## src/rtl/mmpd_pkg.sv

```systemverilog
// Shared types and constants of the multilevel min/max peak decimator.
// Holds the transaction payload structs, configuration layout and state entry formats.
// No dependencies.
`timescale 1ns / 1ps

package mmpd_pkg;

	localparam int SAMPLE_BITS    = 24;
	localparam int CH_BITS        = 3;
	localparam int INDEX_BITS     = 32;
	localparam int RES_BITS       = 21;
	localparam int NCH_BITS       = 4;
	localparam int LVL_BITS       = 2;
	localparam int FACTOR_BITS    = 17;
	localparam int LEVEL_SLOTS    = 3;
	localparam int RESULT_SLOTS   = LEVEL_SLOTS + 1;
	localparam int SLOT_BITS      = $clog2(RESULT_SLOTS);
	localparam int QUEUE_DEPTH    = 4;
	localparam int QUEUE_PTR_BITS = $clog2(QUEUE_DEPTH);
	localparam int QUEUE_CNT_BITS = $clog2(QUEUE_DEPTH + 1);
	localparam int CFG_INDEX_BITS = 3;
	localparam int CFG_DATA_BITS  = RES_BITS;

	localparam logic [RES_BITS-1:0]    BASE_RES_RESET      = RES_BITS'(1);
	localparam logic [NCH_BITS-1:0]    NUM_CHANNELS_RESET  = NCH_BITS'(1);
	localparam logic [LVL_BITS-1:0]    LEVELS_RESET        = LVL_BITS'(3);
	localparam logic [FACTOR_BITS-1:0] L1_FACTOR_RESET     = FACTOR_BITS'(16);
	localparam logic [FACTOR_BITS-1:0] L2_FACTOR_RESET     = FACTOR_BITS'(256);
	localparam logic [FACTOR_BITS-1:0] L3_FACTOR_RESET     = FACTOR_BITS'(4096);

	typedef enum logic [CFG_INDEX_BITS-1:0] {
		REG_BASE_RESOLUTION = 3'd0,
		REG_NUM_CHANNELS    = 3'd1,
		REG_LEVELS_IN_USE   = 3'd2,
		REG_LEVEL1_FACTOR   = 3'd3,
		REG_LEVEL2_FACTOR   = 3'd4,
		REG_LEVEL3_FACTOR   = 3'd5
	} cfg_reg_t;

	typedef logic signed [SAMPLE_BITS-1:0] sample_t;

	typedef struct packed {
		logic [CH_BITS-1:0] channel;
		sample_t            sample;
		logic               final_sample;
	} sample_item_t;

	typedef struct packed {
		logic [LVL_BITS-1:0]   level;
		logic [CH_BITS-1:0]    peak_channel;
		logic [INDEX_BITS-1:0] peak_index;
		sample_t               min_value;
		sample_t               max_value;
		logic                  last_of_run;
	} peak_item_t;

	typedef struct packed {
		logic [RES_BITS-1:0]                      base_res;
		logic [NCH_BITS-1:0]                      num_channels;
		logic [LVL_BITS-1:0]                      levels_in_use;
		logic [LEVEL_SLOTS-1:0][FACTOR_BITS-1:0]  factor;
	} cfg_t;

	typedef struct packed {
		logic [INDEX_BITS-1:0] idx;
		sample_t               mn;
		sample_t               mx;
	} peak_t;

	typedef struct packed {
		sample_t               mn;
		sample_t               mx;
		logic [RES_BITS-1:0]   cnt;
		logic [INDEX_BITS-1:0] idx;
	} base_entry_t;

	typedef struct packed {
		sample_t                mn;
		sample_t                mx;
		logic [FACTOR_BITS-1:0] cnt;
		logic [INDEX_BITS-1:0]  idx;
	} agg_entry_t;

	typedef struct packed {
		logic [CH_BITS-1:0]                 ch;
		logic [RESULT_SLOTS-1:0]            mask;
		logic [RESULT_SLOTS-1:0]            lead;
		peak_t [RESULT_SLOTS-1:0]           slot;
	} bundle_t;

endpackage

```

## src/rtl/mmpd_base_upd.sv

```systemverilog
// Level-0 window update: folds one sample into a channel's base entry.
// Depends on mmpd_pkg.
`timescale 1ns / 1ps

module mmpd_base_upd (
	input  mmpd_pkg::cfg_t        cfg,
	input  mmpd_pkg::base_entry_t cur,
	input  mmpd_pkg::sample_t     sample,
	input  logic                  fin,
	output mmpd_pkg::base_entry_t nxt,
	output logic                  peak,
	output mmpd_pkg::peak_t       peak_data
);
	import mmpd_pkg::*;

	logic [RES_BITS-1:0] res_eff;
	logic [RES_BITS-1:0] cnt_inc;
	logic                first;
	logic                close;
	sample_t             mn;
	sample_t             mx;

	always_comb begin
		res_eff = (cfg.base_res == '0) ? RES_BITS'(1) : cfg.base_res;
		first   = (cur.cnt == '0);
		mn      = (first || ($signed(sample) < $signed(cur.mn))) ? sample : cur.mn;
		mx      = (first || ($signed(sample) > $signed(cur.mx))) ? sample : cur.mx;
		cnt_inc = cur.cnt + RES_BITS'(1);
		close   = (cnt_inc >= res_eff);
		// A final sample always leaves data in the window, so it always yields a peak.
		peak    = close || fin;

		peak_data.idx = cur.idx;
		peak_data.mn  = mn;
		peak_data.mx  = mx;

		nxt.mn = mn;
		nxt.mx = mx;
		priority if (fin) begin
			nxt.cnt = '0;
			nxt.idx = '0;
		end else if (close) begin
			nxt.cnt = '0;
			nxt.idx = cur.idx + INDEX_BITS'(1);
		end else begin
			nxt.cnt = cnt_inc;
			nxt.idx = cur.idx;
		end
	end

endmodule

```

## config.mk

```make
export PLATFORM = sky130hd
export DESIGN_NAME = mmpd_base_upd
export DESIGN_NICKNAME = d
export VERILOG_FILES = /design/src/rtl/mmpd_pkg.sv /design/src/rtl/mmpd_base_upd.sv
export SDC_FILE = /design/constraint.sdc
export NUM_CORES = 1
export LEC_CHECK = 0
export BUFFER_PORTS_ARGS = -buffer_cell sky130_fd_sc_hd__clkbuf_2
export CAP_MARGIN = 20
export CORE_AREA = 2 2 149 151
export DETAILED_ROUTE_END_ITERATION = 6
export DIE_AREA = 0 0 151 153
export GPL_TIMING_DRIVEN = 0
export PLACE_DENSITY_LB_ADDON = 0.25
export SYNTH_ARGS = -nofsm -noshare
export SYNTH_HDL_FRONTEND = slang
export SYNTH_SLANG_ARGS = --single-unit
```

## constraint.sdc

```tcl
create_clock -name vclk -period 8.5
set_clock_uncertainty 0.2 [all_clocks]
set_input_delay 1.275 -clock vclk [all_inputs]
set_output_delay 1.275 -clock vclk [all_outputs]
set_load 0.05 [all_outputs]
```

==> metrics <==
Slowest cell on crit path nor3_1; min cycle time layout 7.12 ns; # fillers 2479; port bufs 328; global-route wire length before repair about 28000 um; Clock buffer cells 0; post-CTS setup buffer count 0; DRC violations left 0; Resized cells post-CTS 0; Seq pwr share 0; WP data required roughly 7 ns; slew margin rel. 0.328; met2 wire length 9200 um; CP Max Fanout 10; syn nets 899; leading cell type in the layout, fill and taps excluded clkbuf_2; final WL 18000 um; layout net count 1229; die height approximately 150 um; layout cells sized above 1 0.496; largest net degree at the start of global routing 11; switching power of the nets 0.481 mW; Overflow after GRT 0; Hold Crit Class in2out; global-route usage over all layers 0.147; crit end category output port; Final Worst Setup Slack 1.38 ns; maximum vdd drop 0.0813 mV; final setup fails 0; sequential cell area fraction in the yosys report 0; WHS Endpoint nxt[32]; hpwl dp 16100 um; core area approximately 21000 sq um; most frequent CP cell a21oi_1; vias in the first global route roughly 5300; Switching Fraction 0.699; via count 5461; outcome completed; CP delay by family, top compound AO/OA/AOI/OAI gates; Syn. warnings 0; drt first-iter violations 112; Die Area around 23000 sq um; clock power share 0; syn_area_per_cell 7.05 sq um; Power Total 0.689 mW; CTS Hold Bufs 0; RSZ-0062 raised after global routing no; Worst Tran Pin Value 1.00 ns; CP peak stage delay 0.76 ns; Internal Power between 0.2 and 0.25 mW; pre-CTS WS roughly 1.3 ns; Storage cell area 0 sq um; fin. max-slew vios 0; Final TNS setup 0 ns; crit path DAT between 5 and 6 ns; drt wl/cell about 15 um; row count 54; CP Launch Type primary input; Post-Synthesis Cells 624; WP buf/inv 4; Max Clk Rate 140 MHz; drt pass-1 iters 4; area grow syn2layout 45.4%; initial antenna violation count 2; maxcap violations 0; critical path cell sequence clkbuf_2 > nand3_1 > nor2_1 > nand2_1 > nor3_1 > nand4_1 > xnor2_1 > ha_1 > a21o_1 > a21o_1 > a21oi_1 > o21ai_0 > a21oi_1 > clkbuf_1 > buf_2 > o31ai_1 > a21oi_1 > clkbuf_2; HP Start cur[32]; Initial Utilization 0.205; via/cell ratio 4.43; Leakage Power 3.53 nW; post-synth cell types 42; Final GP Congestion 0.832; FFs & Latches 0; M1 WL 7560 um; Multi-input gate area 3420 sq um; uppermost routed layer met4; Ports just under 400; Crit Path Category in2out; Die W approximately 150 um; final period utilization 0.838; most frequent cells in the layout clkbuf_2, buf_4, inv_1, ha_1, a21oi_1; hold path depth 3; post-route ant nets 0; met3 wire length 970 um; Final Hold Viols 0; Syn Std Cell Area 4400 sq um; Gate power share 1.000; pwr dens 108 nW/um^2
tightest hold or removal path, cell delays in order:
cell      delay, ns
clkbuf_2       0.14
nor2_1         0.07
clkbuf_2       0.23
Yosys cell counts (all sizes together) (2+ instances only):
master  number  area (sq um)
a211oi       2          20.0
a21o        13          97.6
a21oi       57           285
a31oi        3          33.8
and2         3          18.8
and3        13          81.3
and4         5          46.3
buf         91           674
clkbuf      10          37.5
ha          71           888
inv         72           270
mux2        48           541
mux2i        2          23.8
nand2       28           105
nand2b       4          25.0
nand3       25           125
nand4       30           188
nor2        15          56.3
nor2b       21           131
nor3         3          15.0
nor4        11          75.1
o21ai       29           145
o31ai       11          82.6
or3         21           131
or4          9          67.6
xnor2       14           123
xor2         6          52.6
layout make-up:
| cell class | count | share of cell area |
|---|---|---|
| antenna | 2 | 0.000783 |
| inverter | 72 | 0.0423 |
| multi-input combinational | 451 | 0.534 |
| timing repair buffer | 328 | 0.257 |
| tap | 280 | 0.0548 |
| buffer | 101 | 0.111 |
logic make-up after synthesis:
kind of cell             count (synthesis)  share of synthesized area
buffers and inverters                  173                      0.223
multiplexers                            50                      0.128
AO/OA/AOI/OAI                          120                      0.161
XOR/XNOR                                20                     0.0398
adder cells (fa/ha/maj)                 71                      0.202
AND/OR/NAND/NOR                        190                      0.246
power groups by stage:
| stage | Sequential, mW | Combinational [mW] | Clock [mW] |
|---|---|---|---|
| after global placement | 0 | 0.692 | 0 |
| after CTS | 0 | 0.696 | 0 |
| final | 0 | 0.689 | 0.0000000315 |
| after detailed placement | 0 | 0.694 | 0 |
| after floorplan | 0 | 0.516 | 0 |
| after global routing | 0 | 0.733 | 0.0000000315 |
through the flow:
step	util	hold slack [ns]	area, sq um	cells
after floorplan	-	2.52	4400	624
final	0.298	2.80	6390	1234
after CTS	0.297	2.80	6390	1232
after detailed placement	0.297	2.80	6390	1232
after global routing	0.298	2.81	6390	1234
after global placement	0.297	2.79	6390	1232
how the worst max path moves through the flow:
stage / start / to / slack (ns) / depth (start not counted)
floorplan: cur[40] / nxt[45] / 2.22 / 15
global placement: cur[34] / nxt[16] / 1.28 / 17
detailed placement: cur[34] / nxt[16] / 1.29 / 18
CTS: cur[34] / nxt[16] / 1.27 / 18
global route: cur[34] / nxt[18] / 0.89 / 17
finish: cur[34] / nxt[18] / 1.38 / 18
routing by layer:
layer | GRT usage | up-vias
met5 | 0 | -
met4 | 0.0209 | 0
met3 | 0.00866 | 16
met2 | 0.280 | 195
met1 | 0.182 | 2432
li1 | - | 2818
(Power assumes the default switching activity.)
