### src/rtl/mmpd_ram.sv
// Generic single-port-write, single-port-read RAM with a registered read.
// Used for the per-channel state stores. No dependencies.
`timescale 1ns / 1ps

module mmpd_ram #(
	parameter int WIDTH = 8,
	parameter int DEPTH = 8,
	parameter int AW    = (DEPTH > 1) ? $clog2(DEPTH) : 1
) (
	input  logic             clk,
	input  logic             we,
	input  logic [AW-1:0]    waddr,
	input  logic [WIDTH-1:0] wdata,
	input  logic [AW-1:0]    raddr,
	output logic [WIDTH-1:0] rdata
);

	logic [WIDTH-1:0] mem_q [DEPTH];

	always_ff @(posedge clk) begin
		if (we) begin
			mem_q[waddr] <= wdata;
		end
		rdata <= mem_q[raddr];
	end

endmodule

### config.mk
export PLATFORM = sky130hd
export DESIGN_NAME = mmpd_ram
export DESIGN_NICKNAME = d
export VERILOG_FILES = /design/src/rtl/mmpd_ram.sv
export SDC_FILE = /design/constraint.sdc
export NUM_CORES = 1
export LEC_CHECK = 0
export BUFFER_PORTS_ARGS = -buffer_cell sky130_fd_sc_hd__clkbuf_2
export CAP_MARGIN = 20
export CORE_MARGIN = 3
export CORE_UTILIZATION = 45
export CTS_BUF_LIST = sky130_fd_sc_hd__clkbuf_16
export CTS_CLUSTER_DIAMETER = 200
export DETAILED_ROUTE_END_ITERATION = 6
export SLEW_MARGIN = 25
export SYNTH_ARGS = -nofsm -noshare
export SYNTH_HDL_FRONTEND = slang
export SYNTH_SLANG_ARGS = --single-unit
export TNS_END_PERCENT = 10
### constraint.sdc
create_clock -name clk -period 2.6 [get_ports clk]
set_clock_uncertainty 0.05 [all_clocks]
set_input_delay 0.52 -clock clk [delete_from_list [all_inputs] [get_ports clk]]
set_output_delay 0.52 -clock clk [all_outputs]
set_load 0.01 [all_outputs]
==> results of run 1 <==
## registers in the layout, summed over array words and instances (netlist names)
name	count
mem_q	64
rdata	8
## worst paths after layout
check | start | end | slack [ns] | cells past startpoint
worst max-delay path | raddr[0] | rdata[1] | 0.89 | 3
worst min-delay path | wdata[2] | mem_q[5][2] | 0.41 | 1
worst max register to register | mem_q[3][1] | rdata[1] | 1.30 | 2
worst min register to register | mem_q[0][4] | rdata[4] | 0.62 | 2
## cell type report
class / count / area (um^2)
clock buffers: 9 / 225
clock inverters: 6 / 22.5
fillers: 428 / 2470
multi-input cells: 37 / 566
flip-flops and latches: 72 / 2080
well taps: 72 / 90.1
repair buffers: 33 / 190
## where the power goes
| group | total (mW) | internal [mW] | switching [mW] |
|---|---|---|---|
| clock | 1.01 | 0.617 | 0.393 |
| combinational | 0.127 | 0.0629 | 0.0645 |
| sequential | 1.32 | 1.31 | 0.00924 |
## layer usage
metal / vias to the layer above / wire length (um) / track usage
li1: 559 / - / -
met4: 0 / 91 / 0.0713
met2: 21 / 2270 / 0.232
met3: 8 / 173 / 0.0565
met1: 621 / 1810 / 0.160
met5: - / 0 / 0
## logic make-up (layout without fill, tap and decap cells)
| logic type | Yosys count | count (layout) | synth area share |
|---|---|---|---|
| muxes | 24 | 24 | 0.188 |
| DFF | 72 | 72 | 0.774 |
| and+or+nand+nor | 13 | 13 | 0.0219 |
| buffers and inverters | 5 | 48 | 0.0163 |
## cell usage in the layout (no fill, tap or decap)
cell       instances
mux2_2             8
edfxtp_1          64
clkinv_1           2
nand2b_1           3
mux4_1            15
clkbuf_16          9
nor3_1             2
clkbuf_2          23
buf_4             10
nand2_1            2
inv_1              4
nor2_1             6
mux4_2             1
dfxtp_1            8
## through the flow
| stage | area (um^2) | hold slack [ns] |
|---|---|---|
| floorplan | 2690 | 0.569 |
| global placement | 2930 | 0.605 |
| detailed placement | 2930 | 0.612 |
| CTS | 3180 | 0.402 |
| global route | 3180 | 0.408 |
| finish | 3180 | 0.411 |
==> flow_summary.yaml, run 1 <==
clock_network:
  clk_path_buf_depth: 2
  path_clk_slew_ns: 0.05
  post_cts_buffers: 0
  clkSinkCount: 72
  clkLatencyLatePin_ns: 0.32
  hold_buffers: 0
  cts_buffers: 9
  cts_resized: 0
  cts-root-buf: "clkbuf_16"
  cts_max_level: 3
  tritoncts: "built"
sta:
  fmax_mhz: 585
  setup_tns_ns: 0
  min_period_over_period: 0.657
  fin_ws_ns: 0.892
  fin_crit_ns: 1.71
  hold_violations: 0
  rsz0062_at_grt: "false"
  slew-limit-headroom: 0.638
  timing.final.max_slew_violations: 0
  setup-violations-final: 0
  worst_slew_pin_slew_ns: 0.542
logic_synthesis:
  synth_top_cell_area_share: 0.714
  synthTopCellsByArea: "edfxtp_1, mux4_1, dfxtp_1"
  synthFlopType: "edfxtp_1"
  synth_top_cell_by_area: "edfxtp_1"
  syn_inst: 114
  async_flop_share: 0
  syn_area_per_cell_um2: 23.6
  syn_area_um2: 2690
  synth.distinct_cells: 14
  synth_edf_count: 64
  synth_commonest_cells: "edfxtp_1, mux4_1, dfxtp_1, mux2_2, nor2_1"
  yosysMostFrequentCell: "edfxtp_1"
  syn-num-nets: 130
  ys_ff_latch: 72
  yosysWarnings: 0
  synth-seq-area-share: 0.774
drt:
  antenna_left: 0
  drtPass1Iterations: 4
  via_per_inst: 5.28
  routed_wl_um: 4350
  drt_iter0_drc: 82
  drc: 0
  wl_per_cell_um: 19.0
  vias: 1209
floorplanning:
  die_width_um: 83.3
  core_um2: 5640
  die-area_um2: 6940
  fp-row-count: 27
  start_util: 0.477
  io-pin-count: 24
  die_h_um: 83.3
critical_path:
  critPathRequiredTime_ns: 2.75
  setup.worst_path.end_class: "register"
  crit_slowest_cell: "mux4_1"
  worst-path-buf-inv: 1
  critPathTopFamily: "multiplexers"
  crit_path_start_kind: "input pin"
  crit_type: "in2reg"
  cp_max_fo: 16
  crit_chain: "clkbuf_2 > mux4_1 > mux2_2"
  worst_ep_arrival_time_ns: 1.86
  crit_path_max_incr_delay_ns: 0.63
run:
  cap_violations: 0
grt:
  grt_antenna_before_repair: 0
  grt_start_max_net_pins: 17
  track_usage: 0.141
  grt_overflow: 0
  grt_pass1_vias: 1299
  grt_pass1_wl_um: 6980
power_and_ir_drop:
  power.total_mw: 2.46
  power_density_nw_per_um2: 773
  vdd_drop_max_v: 0.000469
  p_leak_nw: 1.15
placement:
  place_congestion: 0.665
  portBuffers: 23
  dp_cells: 214
  dpl.hpwl_um: 2800
  place_ws_ns: 0.538
cells_and_area:
  instances_no_fill: 229
  layout.nets: 169
  diodes: 0
  area_growth_pct: 18.0
  drive_gt1_frac: 0.325
  final_core_util: 0.563
run_status:
  status: "finished clean"
worst_hold_path:
  min_path_type: "in2reg"
Power figures use the tool's default switching activity.
==> run 2, diff against run 1 <==
--- a/config.mk
+++ b/config.mk
@@ -12,6 +12,7 @@
 export CTS_BUF_LIST = sky130_fd_sc_hd__clkbuf_16
 export CTS_CLUSTER_DIAMETER = 200
 export DETAILED_ROUTE_END_ITERATION = 6
+export PLACE_DENSITY = 0.65
 export SLEW_MARGIN = 25
 export SYNTH_ARGS = -nofsm -noshare
 export SYNTH_HDL_FRONTEND = slang
==> constraint.sdc (replaced) <==
create_clock -name clk -period 1.5 [get_ports clk]
set_clock_uncertainty 0.05 [all_clocks]
set_input_delay 0.3 -clock clk [delete_from_list [all_inputs] [get_ports clk]]
set_output_delay 0.3 -clock clk [all_outputs]
set_load 0.01 [all_outputs]
==> run 2 against run 1 <==
- cell count rose by 0.44%
- sequential power is 73% higher
- non-clock buffer count stayed put
- core utilization up 1.5 points
- die area stayed put
- final area up 2.7%
- hold slack got worse by 0.22 ns
- combinational power is 83% higher
- via count up 1.1%
- register-to-register slack worse by 1.1 ns
- worst setup slack got worse by 0.72 ns
- wire length shrank 0.83%
- largest cell class unchanged
==> flow_summary.yaml, run 2 (synthesized netlist as in run 1, its figures left out) <==
run_status:
  status: "finished clean"
critical_path:
  crit_path_start_kind: "register"
  setup.worst_path.end_class: "register"
  cp_max_fo: 1
  worst_ep_arrival_time_ns: 1.49
  critPathRequiredTime_ns: 1.66
  crit_type: "reg2reg"
grt:
  track_usage: 0.142
  grt_antenna_before_repair: 0
  grt_pass1_wl_um: 6940
  grt_pass1_vias: 1351
  grt_start_max_net_pins: 17
  grt_overflow: 0
floorplanning:
  core_um2: 5640
  io-pin-count: 24
  fp-row-count: 27
  die_width_um: 83.3
  start_util: 0.477
  die_h_um: 83.3
  die-area_um2: 6940
cells_and_area:
  drive_gt1_frac: 0.342
  top_register: "mem_q"
  layout.nets: 169
  area_growth_pct: 21.2
  largest_reg_flops: 64
  final_core_util: 0.578
  fillers: 412
  final_cell_mix: "edfxtp_1, clkbuf_2, mux4_1"
  mostFrequentLayoutCell: "edfxtp_1"
  diodes: 0
  final_area_um2: 3260
  top_regs: "mem_q x64, rdata x8"
drt:
  wl_per_cell_um: 18.7
  routed_wl_um: 4310
  via_per_inst: 5.31
  drc: 0
  drt_iter0_drc: 134
  vias: 1222
  drtPass1Iterations: 4
  antenna_left: 0
placement:
  placed_area_um2: 2960
  portBuffers: 23
  dpl.hpwl_um: 2580
  place_congestion: 0.676
  place_ws_ns: -0.112
clock_network:
  clk_path_buf_depth: 2
  cts_buffers: 9
  clkLatencyLatePin_ns: 0.33
  clkSinkCount: 72
  tritoncts: "built"
  cts_max_level: 3
  cts-root-buf: "clkbuf_16"
  hold_buffers: 0
  post_cts_buffers: 0
  cts_resized: 0
  path_clk_slew_ns: 0.06
power_and_ir_drop:
  power_density_nw_per_um2: 1430
  vdd_drop_max_v: 0.00108
  p_leak_nw: 1.18
sta:
  rsz0062_at_grt: "false"
  timing.final.max_slew_violations: 0
  hold_violations: 0
  fmax_mhz: 751
  min_period_over_period: 0.888
  worst_slew_pin_slew_ns: 0.279
  fin_crit_ns: 1.33
  fin_ws_ns: 0.168
  setup-violations-final: 0
  setup_tns_ns: 0
  slew-limit-headroom: 0.814
run:
  cap_violations: 0
worst_hold_path:
  min_path_type: "in2reg"
==> run 2: cell count changes in the layout (fill, tap and decap cells not counted), sizes merged <==
cell | before | now
inv | 4 | 1
clkinv | 2 | 4
bufinv | 0 | 2
==> run 2: where the power goes <==
part           switching, mW  internal (mW)  leakage (nW)  total [mW]
clock network          0.720           1.42         0.151        2.14
logic                  0.113          0.118         0.376       0.232
registers             0.0168           2.27         0.649        2.28
total                  0.850           3.81          1.18        4.66
==> run 2: layout make-up <==
cell class              instances  area [um^2]  share of cell area
flip-flops and latches         72         2080               0.638
multi-input cells              37          571               0.175
well taps                      72         90.1              0.0276
clock buffers                   9          225              0.0690
repair buffers                 33          215              0.0660
clock inverters                 7         78.8              0.0242
==> run 2: per-stage QoR <==
stage	cells	power, mW	hold slack (ns)
2_1_floorplan	114	2.45	0.349
3_3_place_gp	214	2.55	0.516
3_5_place_dp	214	2.56	0.535
4_1_cts	230	4.71	0.185
5_1_grt	230	4.84	0.203
6_report	230	4.66	0.193
==> run 2: worst max-delay path, stage by stage, from the launching register on <==
cell and delay (ns):
edfxtp_1 0.36, mux4_1 0.53, mux2_2 0.29
==> run 2: per-layer routing <==
| layer | part of all wire | global-route usage | up-vias |
|---|---|---|---|
| li1 | - | - | 560 |
| met1 | 0.42 | 0.165 | 619 |
| met2 | 0.50 | 0.223 | 32 |
| met3 | 0.052 | 0.0575 | 11 |
| met4 | 0.025 | 0.0817 | 0 |
| met5 | 0 | 0 | - |
==> run 2: worst paths after layout <==
path / to / cells after the start / slack (ns) / from
worst max-delay path: rdata[2] / 2 / 0.17 / mem_q[3][2]
worst min-delay path: mem_q[3][5] / 1 / 0.19 / wdata[5]
worst max register to register: rdata[2] / 2 / 0.17 / mem_q[3][2]
worst min register to register: rdata[4] / 2 / 0.62 / mem_q[2][4]
