[config.mk]
export PLATFORM = sky130hd
export DESIGN_NAME = mmpd_agg_upd
export DESIGN_NICKNAME = d
export VERILOG_FILES = /design/src/rtl/mmpd_pkg.sv /design/src/rtl/mmpd_agg_upd.sv
export SDC_FILE = /design/constraint.sdc
export NUM_CORES = 1
export LEC_CHECK = 0
export ABC_AREA = 1
export BUFFER_PORTS_ARGS = -buffer_cell sky130_fd_sc_hd__buf_2
export CAP_MARGIN = 30
export CORE_AREA = 2 2 384 386
export DETAILED_ROUTE_END_ITERATION = 8
export DIE_AREA = 0 0 386 388
export PLACE_DENSITY_LB_ADDON = 0.15
export SETUP_SLACK_MARGIN = 0.2
export SLEW_MARGIN = 5
export SYNTH_ARGS = -nofsm -noshare
export SYNTH_HDL_FRONTEND = slang
export SYNTH_SLANG_ARGS = --single-unit
[constraint.sdc]
create_clock -name vclk -period 11.9
set_input_delay 2.38 -clock vclk [all_inputs]
set_output_delay 2.38 -clock vclk [all_outputs]
set_load 0.05 [all_outputs]
[src/rtl/mmpd_pkg.sv]
// Shared types and constants of the multilevel min/max peak decimator.
// Holds the transaction payload structs, configuration layout and state entry formats.
// No dependencies.
`timescale 1ns / 1ps

package mmpd_pkg;

	localparam int SAMPLE_BITS    = 24;
	localparam int CH_BITS        = 3;
	localparam int INDEX_BITS     = 32;
	localparam int RES_BITS       = 21;
	localparam int NCH_BITS       = 4;
	localparam int LVL_BITS       = 2;
	localparam int FACTOR_BITS    = 17;
	localparam int LEVEL_SLOTS    = 3;
	localparam int RESULT_SLOTS   = LEVEL_SLOTS + 1;
	localparam int SLOT_BITS      = $clog2(RESULT_SLOTS);
	localparam int QUEUE_DEPTH    = 4;
	localparam int QUEUE_PTR_BITS = $clog2(QUEUE_DEPTH);
	localparam int QUEUE_CNT_BITS = $clog2(QUEUE_DEPTH + 1);
	localparam int CFG_INDEX_BITS = 3;
	localparam int CFG_DATA_BITS  = RES_BITS;

	localparam logic [RES_BITS-1:0]    BASE_RES_RESET      = RES_BITS'(1);
	localparam logic [NCH_BITS-1:0]    NUM_CHANNELS_RESET  = NCH_BITS'(1);
	localparam logic [LVL_BITS-1:0]    LEVELS_RESET        = LVL_BITS'(3);
	localparam logic [FACTOR_BITS-1:0] L1_FACTOR_RESET     = FACTOR_BITS'(16);
	localparam logic [FACTOR_BITS-1:0] L2_FACTOR_RESET     = FACTOR_BITS'(256);
	localparam logic [FACTOR_BITS-1:0] L3_FACTOR_RESET     = FACTOR_BITS'(4096);

	typedef enum logic [CFG_INDEX_BITS-1:0] {
		REG_BASE_RESOLUTION = 3'd0,
		REG_NUM_CHANNELS    = 3'd1,
		REG_LEVELS_IN_USE   = 3'd2,
		REG_LEVEL1_FACTOR   = 3'd3,
		REG_LEVEL2_FACTOR   = 3'd4,
		REG_LEVEL3_FACTOR   = 3'd5
	} cfg_reg_t;

	typedef logic signed [SAMPLE_BITS-1:0] sample_t;

	typedef struct packed {
		logic [CH_BITS-1:0] channel;
		sample_t            sample;
		logic               final_sample;
	} sample_item_t;

	typedef struct packed {
		logic [LVL_BITS-1:0]   level;
		logic [CH_BITS-1:0]    peak_channel;
		logic [INDEX_BITS-1:0] peak_index;
		sample_t               min_value;
		sample_t               max_value;
		logic                  last_of_run;
	} peak_item_t;

	typedef struct packed {
		logic [RES_BITS-1:0]                      base_res;
		logic [NCH_BITS-1:0]                      num_channels;
		logic [LVL_BITS-1:0]                      levels_in_use;
		logic [LEVEL_SLOTS-1:0][FACTOR_BITS-1:0]  factor;
	} cfg_t;

	typedef struct packed {
		logic [INDEX_BITS-1:0] idx;
		sample_t               mn;
		sample_t               mx;
	} peak_t;

	typedef struct packed {
		sample_t               mn;
		sample_t               mx;
		logic [RES_BITS-1:0]   cnt;
		logic [INDEX_BITS-1:0] idx;
	} base_entry_t;

	typedef struct packed {
		sample_t                mn;
		sample_t                mx;
		logic [FACTOR_BITS-1:0] cnt;
		logic [INDEX_BITS-1:0]  idx;
	} agg_entry_t;

	typedef struct packed {
		logic [CH_BITS-1:0]                 ch;
		logic [RESULT_SLOTS-1:0]            mask;
		logic [RESULT_SLOTS-1:0]            lead;
		peak_t [RESULT_SLOTS-1:0]           slot;
	} bundle_t;

endpackage

[src/rtl/mmpd_agg_upd.sv]
// Aggregated level update: folds a base peak into every enabled level of a channel.
// Depends on mmpd_pkg.
`timescale 1ns / 1ps

module mmpd_agg_upd #(
	parameter int NUM_AGG_LEVELS = 3,
	parameter int AGG_SLOTS      = (NUM_AGG_LEVELS > 0) ? NUM_AGG_LEVELS : 1
) (
	input  mmpd_pkg::cfg_t                                cfg,
	input  mmpd_pkg::agg_entry_t [AGG_SLOTS-1:0]          cur,
	input  logic                                          base_peak,
	input  logic                                          fin,
	input  mmpd_pkg::peak_t                               base_data,
	output mmpd_pkg::agg_entry_t [AGG_SLOTS-1:0]          nxt,
	output logic [mmpd_pkg::LEVEL_SLOTS-1:0]              emit,
	output logic [mmpd_pkg::LEVEL_SLOTS-1:0]              filled,
	output mmpd_pkg::peak_t [mmpd_pkg::LEVEL_SLOTS-1:0]   emit_data
);
	import mmpd_pkg::*;

	logic  [AGG_SLOTS-1:0] emit_s;
	logic  [AGG_SLOTS-1:0] full_s;
	peak_t [AGG_SLOTS-1:0] pk_s;

	for (genvar g = 0; g < AGG_SLOTS; g++) begin : g_level
		localparam logic [LVL_BITS-1:0] LVL = LVL_BITS'(g);

		logic                   en;
		logic                   feed;
		logic                   first;
		logic                   full;
		logic                   emit_l;
		logic [FACTOR_BITS-1:0] f_eff;
		logic [FACTOR_BITS-1:0] c_inc;
		sample_t                mn;
		sample_t                mx;
		peak_t                  pk_l;
		agg_entry_t             nxt_l;

		always_comb begin
			en     = (g < NUM_AGG_LEVELS) && (LVL < cfg.levels_in_use);
			f_eff  = (cfg.factor[g] == '0) ? FACTOR_BITS'(1) : cfg.factor[g];
			feed   = en && base_peak;
			first  = (cur[g].cnt == '0);
			mn     = (first || ($signed(base_data.mn) < $signed(cur[g].mn))) ?
			         base_data.mn : cur[g].mn;
			mx     = (first || ($signed(base_data.mx) > $signed(cur[g].mx))) ?
			         base_data.mx : cur[g].mx;
			c_inc  = cur[g].cnt + FACTOR_BITS'(1);
			full   = feed && (c_inc >= f_eff);
			// A fed level always holds data, so a final sample flushes it.
			emit_l = feed && (full || fin);

			pk_l.idx = cur[g].idx;
			pk_l.mn  = mn;
			pk_l.mx  = mx;

			// A final sample clears every level, enabled or not.
			priority if (fin) begin
				nxt_l.mn  = mn;
				nxt_l.mx  = mx;
				nxt_l.cnt = '0;
				nxt_l.idx = '0;
			end else if (full) begin
				nxt_l.mn  = mn;
				nxt_l.mx  = mx;
				nxt_l.cnt = '0;
				nxt_l.idx = cur[g].idx + INDEX_BITS'(1);
			end else if (feed) begin
				nxt_l.mn  = mn;
				nxt_l.mx  = mx;
				nxt_l.cnt = c_inc;
				nxt_l.idx = cur[g].idx;
			end else begin
				nxt_l = cur[g];
			end
		end

		assign nxt[g]    = nxt_l;
		assign emit_s[g] = emit_l;
		assign full_s[g] = full;
		assign pk_s[g]   = pk_l;
	end

	for (genvar g = 0; g < LEVEL_SLOTS; g++) begin : g_out
		if (g < NUM_AGG_LEVELS) begin : g_used
			assign emit[g]      = emit_s[g];
			assign filled[g]    = full_s[g];
			assign emit_data[g] = pk_s[g];
		end else begin : g_unused
			assign emit[g]      = 1'b0;
			assign filled[g]    = 1'b0;
			assign emit_data[g] = '0;
		end
	end

endmodule

==> impl_metrics.csv <==
group,metric,value,unit
routing,vias_per_cell,3.96,
global_routing,grt.total_usage,15.6,%
logic_synthesis,seq_area_frac_synth,0,%
floorplan,die_h,388,um
logic_synthesis,synthCells,3149,
sta,setup_viol,0,
sta,relSlewSlack,35.9,%
clock_network,postCtsSetupRepairBufs,0,
floorplan,initial_core_util,11.4,%
logic_synthesis,syn_area_per_cell,5.24,um2
critical_path,cp-start-kind,"input pin",
critical_path,critPathRequiredTime,9520,ps
sta,worstMarginPinSlew,961,ps
logic_synthesis,synth_compound_gate_area_share,9.01,%
placement,place_area,22400,um2
logic_synthesis,synth_cell_type_count,43,
global_routing,overflow,0,
logic_synthesis,synth.area.top_cells,"nand2_1 23%, ha_1 15%, nand3_1 9.9%, inv_1 9.5%, and2_1 5.5%",
logic_synthesis,syn-num-nets,3801,
global_routing,grt_antenna_before_repair,34,
worst_hold_path,hold_path_class,"input pin to output pin",
finish,nFlopsAndLatches,0,
logic_synthesis,synth_common_cells,"1,028 x nand2_1, 419 x inv_1, 326 x nand3_1, 211 x nor2_1, 201 x ha_1",
critical_path,crit_arrival,6830,ps
placement,gp_congestion,0.930,
logic_synthesis,synth_top_area_share,23.4,%
logic_synthesis,synth.most_common_cell,"nand2_1",
finish,area_delta_synth_final,36.2,%
sta,finalMaxSlewViolations,0,
clock_network,hold_buffers,0,
floorplan,core,145000,um2
finish,drive_above_1_share,25.8,%
floorplan,num_rows,140,
global_routing,grt_pass1_vias,22900,
placement,detailedPlacementHpwl,104000,um
routing,vias,23000,
sta,holdWs,5080,ps
floorplan,die-area,150000,um2
sta,fmax,0.109,GHz
sta,fin_crit_sh,77.4,%
routing,drt-pass1-iter-count,5,
finish,final.clkbuf_count,0,
floorplan,die_w,386,um
sta,min_period,9210,ps
placement,port_buffers,931,
job,drv_cap,0,
routing,first_iter_violations,1260,
routing,wirelength,123000,um
logic_synthesis,synthAdderAreaFrac,15.2,%
logic_synthesis,yosys_warnings,0,
logic_synthesis,synth_top_family_by_area,"simple AND/OR/NAND/NOR gates",
routing,ant_nets,0,
clock_network,post_cts_resized,0,
sta,hold_viol_final,0,
finish,final_nets,4542,
global_routing,grt_first_pass_wirelength,170000,um
logic_synthesis,syn-cell-area,16500,um2
global_routing,grt_max_degree,50,
critical_path,critical_path_class,"input pin to output pin",
critical_path,cp-end-kind,"output pin",
logic_synthesis,synthXorXnorAreaFrac,6.37,%
routing,route.detailed.drc,0,
finish,regArea,0,um2
sta,fin_setup_tns,0,ps
sta,rsz0062_at_grt,"no",
finish,final_cell_area,22500,um2
logic_synthesis,synth_simple_gate_area_share,51.4,%
logic_synthesis,muxShareOfSynthArea,0,%
routing,wire_per_inst,21.1,um
floorplan,io-pin-count,988,
critical_path,crit_fanout,36,
run_status,status,"finished clean",
logic_synthesis,post-synth-top-area-cell,"nand2_1",
-- through the flow --
stage	cells	setup slack (ps)	utilization, %
2_1_floorplan	3149	3620	-
3_3_place_gp	5803	2460	15.4
4_1_cts	5804	2440	15.4
3_5_place_dp	5804	2440	15.4
6_report	5813	2690	15.5
5_1_grt	5808	2140	15.5
-- critical path: stages --
cell and delay, ps:
buf_2 140, ha_1 200, nand2_1 90, inv_1 80
nand4_1 160, nor2_1 210, nand2_1 140, nor3b_1 240
xor2_1 280, inv_1 80, ha_1 340, nand2_1 70
inv_1 30, o21ai_0 170, a21oi_1 100, nor2_1 100
nand4_1 140, nand2_1 100, buf_4 410, nand2_2 360
a211oi_1 620, buf_2 380
-- worst paths after layout --
kind,startpoint,endpoint,cells past startpoint
hold / removal,cur[31],emit_data[79],2
setup / recovery,cur[32],nxt[46],22
-- cell type report --
| class | instances | area, um2 |
|---|---|---|
| inverter | 429 | 1610 |
| antenna | 8 | 20.0 |
| multi-input combinational | 2504 | 13600 |
| timing repair buffer | 955 | 4870 |
| tap | 1917 | 2400 |
| fill | 17400 | 123000 |
-- layout by cell type, fill, tap and decap left out, types with 28 or more instances in the layout --
cell,n
inv_1,416
nand3_1,326
nor3_1,61
nand2_1,1027
o21ai_0,51
nor2_1,209
and2_1,144
ha_1,201
a21oi_1,170
xor2_1,92
buf_2,930
xnor2_1,28
nand4_1,71
nor4_1,29
-- metal layers --
metal / global-route usage [%] / vias to the layer above / wire length (um)
met5: 0 / - / 159
li1: - / 11500 / -
met2: 27.1 / 679 / 58500
met3: 2.54 / 96 / 7630
met1: 20.3 / 10800 / 54700
met4: 2.07 / 24 / 1820
-- kinds of logic after synthesis --
| group | count (synthesis) |
|---|---|
| buf+inv | 645 |
| simple gates | 1912 |
| fa+ha+maj | 201 |
| xor+xnor | 120 |
| compound gates | 271 |
