==> src/rtl/mmpd_pkg.sv <==
// Shared types and constants of the multilevel min/max peak decimator.
// Holds the transaction payload structs, configuration layout and state entry formats.
// No dependencies.
`timescale 1ns / 1ps

package mmpd_pkg;

	localparam int SAMPLE_BITS    = 24;
	localparam int CH_BITS        = 3;
	localparam int INDEX_BITS     = 32;
	localparam int RES_BITS       = 21;
	localparam int NCH_BITS       = 4;
	localparam int LVL_BITS       = 2;
	localparam int FACTOR_BITS    = 17;
	localparam int LEVEL_SLOTS    = 3;
	localparam int RESULT_SLOTS   = LEVEL_SLOTS + 1;
	localparam int SLOT_BITS      = $clog2(RESULT_SLOTS);
	localparam int QUEUE_DEPTH    = 4;
	localparam int QUEUE_PTR_BITS = $clog2(QUEUE_DEPTH);
	localparam int QUEUE_CNT_BITS = $clog2(QUEUE_DEPTH + 1);
	localparam int CFG_INDEX_BITS = 3;
	localparam int CFG_DATA_BITS  = RES_BITS;

	localparam logic [RES_BITS-1:0]    BASE_RES_RESET      = RES_BITS'(1);
	localparam logic [NCH_BITS-1:0]    NUM_CHANNELS_RESET  = NCH_BITS'(1);
	localparam logic [LVL_BITS-1:0]    LEVELS_RESET        = LVL_BITS'(3);
	localparam logic [FACTOR_BITS-1:0] L1_FACTOR_RESET     = FACTOR_BITS'(16);
	localparam logic [FACTOR_BITS-1:0] L2_FACTOR_RESET     = FACTOR_BITS'(256);
	localparam logic [FACTOR_BITS-1:0] L3_FACTOR_RESET     = FACTOR_BITS'(4096);

	typedef enum logic [CFG_INDEX_BITS-1:0] {
		REG_BASE_RESOLUTION = 3'd0,
		REG_NUM_CHANNELS    = 3'd1,
		REG_LEVELS_IN_USE   = 3'd2,
		REG_LEVEL1_FACTOR   = 3'd3,
		REG_LEVEL2_FACTOR   = 3'd4,
		REG_LEVEL3_FACTOR   = 3'd5
	} cfg_reg_t;

	typedef logic signed [SAMPLE_BITS-1:0] sample_t;

	typedef struct packed {
		logic [CH_BITS-1:0] channel;
		sample_t            sample;
		logic               final_sample;
	} sample_item_t;

	typedef struct packed {
		logic [LVL_BITS-1:0]   level;
		logic [CH_BITS-1:0]    peak_channel;
		logic [INDEX_BITS-1:0] peak_index;
		sample_t               min_value;
		sample_t               max_value;
		logic                  last_of_run;
	} peak_item_t;

	typedef struct packed {
		logic [RES_BITS-1:0]                      base_res;
		logic [NCH_BITS-1:0]                      num_channels;
		logic [LVL_BITS-1:0]                      levels_in_use;
		logic [LEVEL_SLOTS-1:0][FACTOR_BITS-1:0]  factor;
	} cfg_t;

	typedef struct packed {
		logic [INDEX_BITS-1:0] idx;
		sample_t               mn;
		sample_t               mx;
	} peak_t;

	typedef struct packed {
		sample_t               mn;
		sample_t               mx;
		logic [RES_BITS-1:0]   cnt;
		logic [INDEX_BITS-1:0] idx;
	} base_entry_t;

	typedef struct packed {
		sample_t                mn;
		sample_t                mx;
		logic [FACTOR_BITS-1:0] cnt;
		logic [INDEX_BITS-1:0]  idx;
	} agg_entry_t;

	typedef struct packed {
		logic [CH_BITS-1:0]                 ch;
		logic [RESULT_SLOTS-1:0]            mask;
		logic [RESULT_SLOTS-1:0]            lead;
		peak_t [RESULT_SLOTS-1:0]           slot;
	} bundle_t;

endpackage

==> src/rtl/mmpd_result_queue.sv <==
// Result queue: holds per-sample result bundles and hands out one peak per transaction.
// Depends on mmpd_pkg.
`timescale 1ns / 1ps

module mmpd_result_queue (
	input  logic                                 clk,
	input  logic                                 arst_n,
	input  logic                                 push,
	input  mmpd_pkg::bundle_t                    push_data,
	output logic [mmpd_pkg::QUEUE_CNT_BITS-1:0]  used,
	output logic                                 peak_valid,
	input  logic                                 peak_stall,
	output mmpd_pkg::peak_item_t                 peak_item
);
	import mmpd_pkg::*;

	bundle_t                   store_q [QUEUE_DEPTH];
	logic [QUEUE_PTR_BITS-1:0] head_q;
	logic [QUEUE_PTR_BITS-1:0] tail_q;
	logic [QUEUE_CNT_BITS-1:0] count_q;

	bundle_t                 head;
	logic [SLOT_BITS-1:0]    sel;
	logic [RESULT_SLOTS-1:0] remaining;
	logic                    last;
	logic                    take;
	logic                    pop;

	always_comb begin
		head = store_q[head_q];
		sel  = '0;
		for (int i = RESULT_SLOTS - 1; i >= 0; i--) begin
			if (head.mask[i]) begin
				sel = SLOT_BITS'(i);
			end
		end
		// Levels that fill on the sample's base peak go out ahead of the levels that a
		// final sample only flushes. The base peak is always among the former.
		for (int i = RESULT_SLOTS - 1; i >= 0; i--) begin
			if (head.mask[i] && head.lead[i]) begin
				sel = SLOT_BITS'(i);
			end
		end
		remaining = head.mask & ~(RESULT_SLOTS'(1) << sel);
		last      = (remaining == '0);
		take      = peak_valid && !peak_stall;
		pop       = take && last;

		peak_item.level        = LVL_BITS'(sel);
		peak_item.peak_channel = head.ch;
		peak_item.peak_index   = head.slot[sel].idx;
		peak_item.min_value    = head.slot[sel].mn;
		peak_item.max_value    = head.slot[sel].mx;
		peak_item.last_of_run  = last;
	end

	assign peak_valid = (count_q != '0);
	assign used       = count_q;

	always_ff @(posedge clk) begin
		if (push) begin
			store_q[tail_q] <= push_data;
		end
		if (take && !last) begin
			store_q[head_q].mask <= remaining;
		end
	end

	always_ff @(posedge clk or negedge arst_n) begin
		if (!arst_n) begin
			head_q  <= '0;
			tail_q  <= '0;
			count_q <= '0;
		end else begin
			if (push) begin
				tail_q <= tail_q + QUEUE_PTR_BITS'(1);
			end
			if (pop) begin
				head_q <= head_q + QUEUE_PTR_BITS'(1);
			end
			count_q <= count_q + QUEUE_CNT_BITS'(push) - QUEUE_CNT_BITS'(pop);
		end
	end

endmodule

==> config.mk <==
export PLATFORM = sky130hd
export DESIGN_NAME = mmpd_result_queue
export DESIGN_NICKNAME = d
export VERILOG_FILES = /design/src/rtl/mmpd_pkg.sv /design/src/rtl/mmpd_result_queue.sv
export SDC_FILE = /design/constraint.sdc
export NUM_CORES = 1
export LEC_CHECK = 0
export ABC_CLOCK_PERIOD_IN_PS = 11600
export BUFFER_PORTS_ARGS = -buffer_cell sky130_fd_sc_hd__buf_4
export CAP_MARGIN = 20
export CELL_PAD_IN_SITES_DETAIL_PLACEMENT = 0
export CELL_PAD_IN_SITES_GLOBAL_PLACEMENT = 1
export CORE_ASPECT_RATIO = 0.75
export CORE_MARGIN = 3
export CORE_UTILIZATION = 40
export CTS_BUF_LIST = sky130_fd_sc_hd__clkbuf_8 sky130_fd_sc_hd__clkbuf_16
export DETAILED_ROUTE_END_ITERATION = 10
export PLACE_DENSITY_LB_ADDON = 0.1
export SLEW_MARGIN = 20
export SYNTH_ARGS = -nofsm -noshare
export SYNTH_HDL_FRONTEND = slang
export SYNTH_SLANG_ARGS = --single-unit
export TNS_END_PERCENT = 20
==> constraint.sdc <==
create_clock -name clk -period 11.6 [get_ports clk]
set_input_delay 1.16 -clock clk [delete_from_list [all_inputs] [get_ports clk]]
set_output_delay 1.16 -clock clk [all_outputs]
set_load 0.01 [all_outputs]
==> metrics list, run 1 <==
- Placed inst area: 56,100 µm²
- Proportion of synthesized chip area in sequential cells: 0.783
- Standard cell core area: 125,000 µm²
- The first global-routing pass estimated 185 mm of wire.
- Final std cells w/o fill: 4,543
- Status: complete, no violations
- Sum of buffers and inverters on the critical path: 5
- Once detail routing completed, the nets flagged for antenna violations numbered 0.
- Worst Setup Slack, final: 4.41 ns
- Of all flip-flops after synthesis, the portion carrying an async set or reset was 0.00526.
* Largest vdd supply drop: just under 300 µV
- Via density per instance: between 5 and 6
- Among the stages of the critical path, the cell type that occurs most often is sky130_fd_sc_hd__buf_4.
* Setup crit end kind: output port
- CTS Hold Buffers Added: 0
- Max-cap violations: 0
- At the end of the flow the core is filled with cells to 0.484.
- Broken down by cell family, the worst path's largest delay share belongs to buffers and inverters.
- The congestion estimate from routability-driven global placement came to 0.738.
- The total count of max-transition violations in the final report came to 0.
* Final setup violation count: 0
- Detailed Route WL: 127 mm
- Starting DRT DRC Count: 1,793
- Compared with the post-synthesis result, the final layout area differs by 18.9%.
- Share of Yosys cell area claimed by the top area cell type: 0.780
- Width of the die: 418 µm
- At the pin with the least slew margin, the transition time is 1.16 ns.
- Quantity of gates resized following cts: 0
- CTS tree: built
- Critical path data required time: approximately 10 ns
- The die covers about 130,000 µm².
* Most common library cell in the layout ignoring fill and taps: sky130_fd_sc_hd__edfxtp_1
* DP HPWL: 72.3 mm
- Ranking of synthesized cells by area: sky130_fd_sc_hd__edfxtp_1, sky130_fd_sc_hd__mux4_2, sky130_fd_sc_hd__nand2_1
- Placed Instances: around 4,300
- The final route contains roughly 25,000 vias.
* Clock slew at reported path FFs: 0.06 ns
* Die height: 315 µm
- STA puts the critical path data arrival time at 6.03 ns.
- During I/O placement, the number of pins put on the boundary was 425.
- Entering global routing, the biggest net connects 141 pins.
* Critical path startpoint category: register
- Net count, final: 3,115
- Cell taking the most area after synthesis: sky130_fd_sc_hd__edfxtp_1
- Commonest register cell after synthesis: sky130_fd_sc_hd__edfxtp_1
* Clock sink count: 1,331
- Synthesis produced a netlist with a net count of 2,656.
* Combined global-route utilization of all metal layers: 0.194
* Most used cells in the layout excluding fill and tap cells: sky130_fd_sc_hd__edfxtp_1, sky130_fd_sc_hd__buf_4, sky130_fd_sc_hd__mux4_2
* Critical-path maximum fanout: 100
- Clock Skews: approximately 0.019 ns
- Leak: 20.3 nW
* Number of synthesized flops with an enable pin: roughly 1,300
- The finished cells cover 60,700 µm².
- Clock network latency to the later pin of the worst-skew pair: 0.74 ns
* RSZ-0062 raised after global routing: false
- IO buf count: 424
- Rel. slew slack: 0.226
* Mapped Cells: 2,310
* DRT Pass-1 Iters: 5
- Total power for the finished layout comes to around 19 mW.
- Counting distinct cell types in the post-synthesis netlist gives 42.
- Clock tree synthesis selected as its root buffer the cell sky130_fd_sc_hd__clkbuf_16.
* TritonCTS buffer count: between 100 and 150
- Final global-route overflow total: 0
- Post-DR wirelength/cell: 27.9 µm
- Cell at the slowest stage of the critical path: sky130_fd_sc_hd__buf_4
- After detailed routing, the number of remaining DRC violations is 0.
* Share of the clock period used by the worst path: 0.620
- After clock tree synthesis, the setup repair step added 0 buffers.
- The Yosys step of the flow raised 0 warnings.
* Syn Std Cell Area: 51,000 µm²
- After floorplanning, the core was divided into 112 placement rows.
* Sequence of cells on the critical path: buf_4 -> buf_12 -> buf_4 -> buf_4 -> mux4_2 -> and3_1 -> a211oi_1 -> a31oi_1 -> buf_4
- No sink is reached through more buffers than the 3 on the longest clock path.
* Initial standard-cell utilization of the core: 0.407
- Power spread over the standard cell area amounts to around 320 nW/µm².
- The critical path is of the register to output port type.
- Achievable Freq: 139 MHz
* Number of global-route vias before repair: 26,400
- Shortest clock period the worst path allows after layout: approximately 7.2 ns
* Number of levels in the clock H-tree: 4
- Critical path's largest stage delay: 0.77 ns
* Flip-flop and latch count after synthesis: 1,331
* Initial antenna violation count: 35
* Final hold vios: 0
* Share of cells above drive strength 1: 0.350
* Dpl ws: 4.90 ns
* Average size of a mapped cell: 22.1 µm²
- In this run the worst hold path is classified as input pin to async pin.
## sequential cells by signal, summed over array words and instances, names as in the netlist
register	flops
store_q	1324
used	3
head_q	2
tail_q	2
## cells by family (layout without fill, tap and decap cells)
kind of cell,after synthesis,in the layout,share of synthesized area
buf+inv,151,717,0.0125
xor+xnor,4,4,0.000687
compound gates,177,177,0.0249
mux,348,348,0.150
other cells,0,14,0
simple gates,288,288,0.0266
fa+ha+maj,11,11,0.00285
flops,1331,1331,0.783
## where the power goes
group | switching, mW | internal (mW) | total (mW)
Combinational | 5.07 | 3.12 | 8.19
Sequential | 0.232 | 6.32 | 6.55
Clock | 1.80 | 2.63 | 4.43
Total | 7.10 | 12.1 | 19.2
## layout make-up
class	count	area, µm²
Fill cell	10300	64800
Sequential cell	1331	39900
Multi-Input combinational cell	828	10500
Clock buffer	145	3630
Timing Repair Buffer	459	3560
Tap cell	1653	2070
Clock inverter	103	925
Inverter	10	40.0
Antenna cell	14	35.0
## layer usage
layer | track usage | up-vias | part of all wire
met1 | 0.260 | 13100 | 0.42
met4 | 0.0667 | 22 | 0.024
met2 | 0.316 | 617 | 0.50
li1 | - | 10700 | -
met3 | 0.0424 | 197 | 0.055
met5 | 0 | - | 0.0011
## Yosys cell counts (2+ instances only)
master and n:
sky130_fd_sc_hd__a211oi_1 80, sky130_fd_sc_hd__a21oi_2 4, sky130_fd_sc_hd__a31oi_1 80, sky130_fd_sc_hd__and2_1 6
sky130_fd_sc_hd__and3_1 80, sky130_fd_sc_hd__buf_1 6, sky130_fd_sc_hd__buf_2 27, sky130_fd_sc_hd__buf_4 6
sky130_fd_sc_hd__buf_6 2, sky130_fd_sc_hd__clkbuf_1 100, sky130_fd_sc_hd__dfrtp_1 7, sky130_fd_sc_hd__edfxtp_1 1324
sky130_fd_sc_hd__ha_1 10, sky130_fd_sc_hd__inv_1 9, sky130_fd_sc_hd__mux2i_1 16, sky130_fd_sc_hd__mux4_2 331
sky130_fd_sc_hd__nand2_1 185, sky130_fd_sc_hd__nor2b_1 4, sky130_fd_sc_hd__o21ai_0 4, sky130_fd_sc_hd__or2_2 5
sky130_fd_sc_hd__xnor2_1 3
## worst paths after layout
path	from	end	slack (ns)	cells past startpoint
max	head_q[0]	peak_item[50]	4.41	9
min	arst_n	used[2]	0.23	1
max reg2reg	head_q[1]	used[2]	6.46	13
min reg2reg	tail_q[0]	tail_q[0]	0.57	1
max in group asynchronous	arst_n	head_q[0]	11.21	1
min in group clk	tail_q[0]	tail_q[0]	0.57	1
## stage by stage
step,hold WS [ns],setup TNS (ns)
after CTS,0.143,0
after global routing,0.181,0
after floorplan,0.491,-0.390
final,0.227,0
after global placement,0.505,0
after detailed placement,0.550,0
Power figures use the tool's default switching activity.
==> run 2: changes to the inputs <==
--- a/config.mk
+++ b/config.mk
@@ -5,7 +5,7 @@
 export SDC_FILE = /design/constraint.sdc
 export NUM_CORES = 1
 export LEC_CHECK = 0
-export ABC_CLOCK_PERIOD_IN_PS = 11600
+export ABC_CLOCK_PERIOD_IN_PS = 6250
 export BUFFER_PORTS_ARGS = -buffer_cell sky130_fd_sc_hd__buf_4
 export CAP_MARGIN = 20
 export CELL_PAD_IN_SITES_DETAIL_PLACEMENT = 0
==> constraint.sdc (replaced) <==
create_clock -name clk -period 6.25 [get_ports clk]
set_input_delay 0.625 -clock clk [delete_from_list [all_inputs] [get_ports clk]]
set_output_delay 0.625 -clock clk [all_outputs]
set_load 0.01 [all_outputs]
==> run 2 against run 1 <==
  * Die area stayed put
  * First-iteration DRC count grew 6.2%
  * Worst setup slack worse by 3.6 ns
  * Critical endpoint is now peak_item[67]
  * Sequential share of layout area decreased by 2.9 points
  * Worst hold slack got worse by 0.16 ns
  * Global-route usage rose by 0.28 points
  * Count of clock-buffer cells in the layout rose by 2
  * Sequential power rose by 85%
  * Flip-flop and latch count is the same
==> metrics list, run 2 (synthesis results as in run 1) <==
- Critical-path maximum fanout: 40
- For the worst-skew pair, the clock arrives at the later sink with an insertion delay of 0.78 ns.
- Share of cells above drive strength 1: 0.320
- The slowest stage of the critical path belongs to the cell sky130_fd_sc_hd__dfrtp_4.
* Setup crit end kind: output port
* Design Power: 35.7 mW
- # rows: 112
- The path class of the tightest hold or removal check is input pin to register.
* CTS Buffer Depth: 3
- Clock slew at reported path FFs: 0.06 ns
* Net count, final: 3,391
- Final-layout fill cell count: 10,100
* Initial antenna violation count: 23
- Number of ports placed on the die boundary: around 430
* Most common library cell in the layout ignoring fill and taps: sky130_fd_sc_hd__edfxtp_1
- The worst register-to-register path has a depth of 13.
* Combinational share of power: 0.433
* Final ANT Viol Nets: 0
- DP HPWL: 74.8 mm
* Number of cells on the critical path: 9
* Max Transition Viols Final: 0
- Detailed Route WL: 129 mm
* Share of the clock period used by the worst path: 0.874
* Register area: between 30,000 and 40,000 µm²
* Cell count of the worst hold path: 1
- The library cells used most frequently in the layout, excluding fill and tap cells, are sky130_fd_sc_hd__edfxtp_1, sky130_fd_sc_hd__buf_4, sky130_fd_sc_hd__mux4_2.
- RSZ-0062 raised after global routing: false
- After detailed routing, the number of remaining DRC violations is 0.
* Final setup violation count: 0
- Across the run, the number of max-cap violations was 0.
* Width of the die: 418 µm
* TritonCTS buffer count: 138
- Starting DRT DRC Count: between 1,500 and 2,000
- Relative to the synthesized area, the layout overhead comes to 24.4%.
* Slew at the pin closest to its max-slew limit: 1.11 ns
- STA classifies the critical path startpoint as a register.
- CTS placed an instance of sky130_fd_sc_hd__clkbuf_16 at the clock tree root.
- Final hold vios: 0
- Post-DR wirelength/cell: 26.7 µm
* Switching power: ~13 mW
- Number of levels in the clock H-tree: 4
- Clock tree synthesis found a total of 1,331 sinks.
- Summing all non-filler instances in the final layout gives an area of approximately 63,000 µm².
- From bottom edge to top edge, the die measures 315 µm.
- The number of global-route vias before repair is 27,500.
* Shortest clock period the worst path allows after layout: 5.46 ns
- The run finished with clean final reports.
- Across the VDD grid, the largest voltage drop is 650 µV.
- Wire length of the first global-routing pass: 189 mm
- Measured against its own limit, the worst slew margin works out to 0.258.
* Final global-route overflow total: 0
* Most frequent cell on the critical path: sky130_fd_sc_hd__buf_4
- For this block, the via count after detailed routing is 25,800.
- STA puts the critical path data required time at 5.62 ns.
* IO buf count: 424
- Total die area: about 130,000 µm²
* Multi-input logic area: 10,500 µm²
- CTS tree: built
* Standard cell core area: 125,000 µm²
- Data arrival at the endpoint of the critical path: 4.84 ns
- For this run, the top clock speed supported by timing is between 150 and 200 MHz.
- The critical path contains buffers and inverters numbering 3 combined.
* Critical path's largest stage delay: roughly 0.8 ns
- Clock Skews: 0.0332 ns
* Register with the most flip-flops: store_q
* Path type of the worst setup path: register to output port
- Initial standard-cell utilization of the core: 0.407
- Across all hold checks on the routed design, the worst slack comes to a little under 0.07 ns.
- Maximum number of pins on one net before global-route repair: 133
* Clock group share of total power: 0.227
- Max FFs per register: approximately 1,300
- Post-Route Utilization: 0.506
* Placed inst area: 56,200 µm²
* Combined global-route utilization of all metal layers: 0.197
* Switch share: 0.369
* Cell family with the largest share of critical-path delay: compound AO/OA/AOI/OAI gates
* DRT Pass-1 Iters: 5
- The critical path goes through mux4_2 -> nor2b_1 -> o31ai_4 -> a22oi_2 -> buf_4 -> buf_4 -> a211oi_1 -> a31oi_1 -> buf_4.
- Post-CTS Setup Repair Bufs: 0
- Leak: 21.4 nW
- Setup TNS: 0 ns
- Routability-driven placement finished with a final weighted congestion of 0.730.
* Power per Cell Area: ~560 nW/µm²
- Of the total power, registers draw 0.339.
- The internal power of the cells totals between 20 and 25 mW.
* Via density per instance: ~5.4
## run 2: final cells by class
class / instances / area share
flip-flops and latches: 1331 / 0.629
multi-input cells: 828 / 0.165
repair buffers: 736 / 0.101
clock buffers: 147 / 0.0580
well taps: 1653 / 0.0326
clock inverters: 102 / 0.0125
diodes: 18 / 0.000710
inverters: 10 / 0.000631
## run 2: power by group through the flow
stage | Clock, mW | Combinational (mW) | Sequential, mW
3_3_place_gp | 0 | 15.7 | 12.2
4_1_cts | 8.34 | 15.9 | 12.1
5_1_grt | 8.71 | 16.6 | 12.2
2_1_floorplan | 0 | 8.68 | 12.5
3_5_place_dp | 0 | 15.7 | 12.3
6_report | 8.10 | 15.5 | 12.1
## run 2: worst paths after layout
kind	start	endpoint	slack, ns
setup / recovery	head_q[1]	peak_item[67]	0.79
hold / removal	push_data[48]	store_q[0][48]	0.07
setup reg to reg	head_q[0]	used[2]	1.76
hold reg to reg	tail_q[0]	tail_q[0]	0.53
max in group asynchronous	arst_n	head_q[0]	5.84
min in group asynchronous	arst_n	head_q[1]	0.26
## run 2: layer usage
layer  up-vias  wire length, µm  global-route usage
met5         -               42                   0
met2       659            65300               0.328
met3       166             6240              0.0399
met4         6             2300              0.0520
li1      11200                -                   -
met1     13800            54900               0.265
## run 2: worst reg2reg max path: stages (launching register included)
cell                      delay [ns]
sky130_fd_sc_hd__dfrtp_4        0.53
sky130_fd_sc_hd__buf_4          0.51
sky130_fd_sc_hd__mux4_2         0.65
sky130_fd_sc_hd__a22oi_2        0.41
sky130_fd_sc_hd__buf_12         0.44
sky130_fd_sc_hd__a41o_1         0.42
sky130_fd_sc_hd__and3_4         0.26
sky130_fd_sc_hd__ha_1           0.22
sky130_fd_sc_hd__inv_1          0.06
sky130_fd_sc_hd__ha_1           0.14
sky130_fd_sc_hd__inv_1          0.06
sky130_fd_sc_hd__fa_1           0.40
sky130_fd_sc_hd__xnor2_1        0.18
sky130_fd_sc_hd__xnor2_1        0.14
## run 2: what timing repair did
item,in CTS,in global routing
setup endpoints to repair,0,0
gates resized for setup,0,0
hold buffers,272,0
hold endpoints to repair,1037,0
## run 2: through the flow
step / worst slack, ns / cells
6_report: 0.788 / 4825
5_1_grt: 0.594 / 4814
4_1_cts: 0.640 / 4807
3_5_place_dp: 1.50 / 4286
3_3_place_gp: 1.60 / 4286
2_1_floorplan: 0.464 / 2310
==> run 3: changes to the inputs <==
==> constraint.sdc (replaced) <==
create_clock -name clk -period 6.25 [get_ports clk]
set_input_delay 0.625 -clock clk [delete_from_list [all_inputs] [get_ports clk]]
set_output_delay 0.625 -clock clk [all_outputs]
set_load 0.05 [all_outputs]
==> run 3 against run 2 <==
  * Global-route usage down 0.067 points
  * Cell count down 0.97%
  * Non-clock buffer count down 41
  * Count of clock-buffer cells in the layout down 2
  * Register-to-register slack worse by 0.17 ns
  * Worst setup slack worse by 0.16 ns
  * Fmax down 2.9%
  * First-iteration DRC count down 9.3%
  * Routed wire length down 0.33%
  * Critical path depth unchanged
==> metrics list, run 3 (synthesis results as in run 1) <==
- WL met1: 55.0 mm
- Final hold vios: 0
* IO buf count: 424
- Number of ports placed on the die boundary: 425
* Worst reg-to-reg setup slack: 1.59 ns
- Achievable Freq: around 180 MHz
- Number of cells traversed by the worst register-to-register path: 13
- Placer Congestion: 0.742
- Summed over all nets, wire length on met2 after detailed routing comes to approximately 65 mm.
- Leaving out fill and tap cells, the most frequent cell in the layout is sky130_fd_sc_hd__edfxtp_1.
- After the first detailed-routing iteration, the DRC count stood at ~1,700.
* Critical path startpoint category: register
- The register with the most flip-flops in the layout has about 1,300 of them.
* Detailed Route WL: 128 mm
- Max-cap violations in this run came to 0.
- For the worst setup path, the data required time is ~5.6 ns.
- In this run the standard cell core region covers ~130,000 µm².
- The floorplan step set the die width to 418 µm.
- Setup crit end kind: output port
* Number of global-route vias before repair: 27,300
- # rows: 112
- Clock tree synthesis inserted a total of 137 buffers.
* Final-layout fill cell count: 10,100
- Register area: 39,900 µm²
- The endpoint identified for the worst register-to-register timing path is used[2].
* Critical-path maximum fanout: 64
- Clock latency on the worst-skew pair, taken at its later pin, is 0.77 ns.
* Final ANT Viol Nets: 0
- Min-delay worst type: input pin to register
- Multi-input logic area: 10,500 µm²
* Startpoint of the tightest hold check path: push_data[89]
* Dpl ws: ~1.3 ns
- At the end of the flow, the number of nets in the layout was 3,349.
- Clock sink count: 1,331
* Clock Skews: 0.0221 ns
* Post-route design area: about 63,000 µm²
- Wire segments on met3 add up to 6.35 mm in the final route.
* Placed inst area: 56,200 µm²
- Entering global routing, the biggest net connects 138 pins.
- Quantity of gates resized following cts: 0
- Path type of the worst setup path: register to output port
* Share of cells above drive strength 1: 0.323
* Worst Setup Slack, final: 0.626 ns
- The worst hold path terminates at store_q[0][89].
- Final global-route overflow total: 0
- Cell at the slowest stage of the critical path: sky130_fd_sc_hd__mux4_2
* Most frequent cell on the critical path: sky130_fd_sc_hd__buf_4
- Share of the clock period used by the worst path: 0.900
* Combined global-route utilization of all metal layers: 0.196
* Final setup violation count: 0
- Via density per instance: between 5 and 6
- Number of levels in the clock H-tree: 4
- Register with the most flip-flops: store_q
* Status: complete, no violations
* Critical path's largest stage delay: between 0.6 and 0.7 ns
* Setup TNS: 0 ns
* Post-DR wirelength/cell: 26.9 µm
- Measured against its own limit, the worst slew margin works out to 0.312.
* Cell count of the worst hold path: 1
- The floorplan step set the die height to 315 µm.
* Initial standard-cell utilization of the core: 0.407
* RSZ-0062 raised after global routing: false
- The routed layout has ~26,000 vias.
- Traced cell by cell, the critical path runs through mux4_2 -> nor2_1 -> a21o_4 -> nand2_8 -> inv_4 -> buf_4 -> nand2_1 -> a31oi_1 -> buf_4.
* Total die area: 132,000 µm²
- The worst path needs between 5 and 6 ns of the cycle, external delays included.
- For this run, design rule violations remaining after detail routing come to 0.
* CTS tree: built
* Most used cells in the layout excluding fill and tap cells: sky130_fd_sc_hd__edfxtp_1, sky130_fd_sc_hd__buf_4, sky130_fd_sc_hd__mux4_2
- The first global-routing pass estimated between 150 and 200 mm of wire.
- DRT Pass-1 Iters: 5
- Layout overhead on the synthesized area: 23.1%
- CTS Buffer Depth: 3
* Root buffer selected by CTS: sky130_fd_sc_hd__clkbuf_16
- Launching point of the worst reg2reg path: head_q[0]
- Data arrives at the worst endpoint at 5.00 ns.
* Initial antenna violation count: 34
- After detailed routing, no signal wire sits above met5.
* Slew at the pin closest to its max-slew limit: 1.03 ns
- The HPWL after detailed placement is 75.7 mm.
* Max Transition Viols Final: 0
- Clock-pin slew was measured on the worst setup and hold paths at ~0.06 ns.
## run 3: changes by cell type in the layout (fill, tap and decap cells not counted), sizes merged
| cell | before | now |
|---|---|---|
| inv | 39 | 51 |
| buf | 464 | 466 |
| clkinv | 54 | 43 |
| clkbuf | 147 | 145 |
| clkinvlp | 7 | 2 |
| dlygate4sd3 | 272 | 229 |
| diode | 18 | 23 |
| bufinv | 12 | 7 |
## run 3: stage by stage
step                hold slack (ns)  std cells   util
finish                       0.0744       4778  0.500
global route                 0.0180       4765  0.500
CTS                        0.000102       4755  0.500
detailed placement            0.446       4288  0.448
global placement              0.445       4288  0.448
floorplan                     0.329       2310      -
## run 3: cell type report
class	instances	area share
repair buffers	695	0.0949
clock buffers	145	0.0578
diodes	23	0.000917
inverters	10	0.000638
well taps	1653	0.0330
multi-input cells	828	0.167
flip-flops and latches	1331	0.636
clock inverters	93	0.00979
## run 3: timing repair
item | CTS | global route
hold buffers | 229 | 0
endpoints found under the hold margin | 845 | 0
setup buffers | 0 | 0
## run 3: metal layers
| metal | track usage | vias to the layer above |
|---|---|---|
| met1 | 0.266 | 13600 |
| met4 | 0.0554 | 4 |
| met3 | 0.0428 | 169 |
| met5 | 0 | - |
| met2 | 0.321 | 600 |
| li1 | - | 11200 |
## run 3: worst max path at each step
stage / from / endpoint / slack, ns / depth (start not counted)
floorplan: push / store_q[0][324] / 0.46 / 3
global route: head_q[0] / peak_item[67] / 0.30 / 9
finish: head_q[0] / peak_item[67] / 0.63 / 9
global placement: head_q[0] / peak_item[67] / 1.34 / 9
detailed placement: head_q[0] / peak_item[67] / 1.29 / 9
CTS: head_q[0] / peak_item[67] / 0.44 / 9
## run 3: critical path: cells and delay by family (launching register included)
kind | cells | cell delay, ns
flops | 1 | 0.63
buf+inv | 3 | 1.30
simple gates | 3 | 0.74
mux | 1 | 0.69
compound gates | 2 | 0.82
Power of run 3 is not shown: default switching activity piles up to over one toggle a cycle in this logic, so the estimate is an artifact.
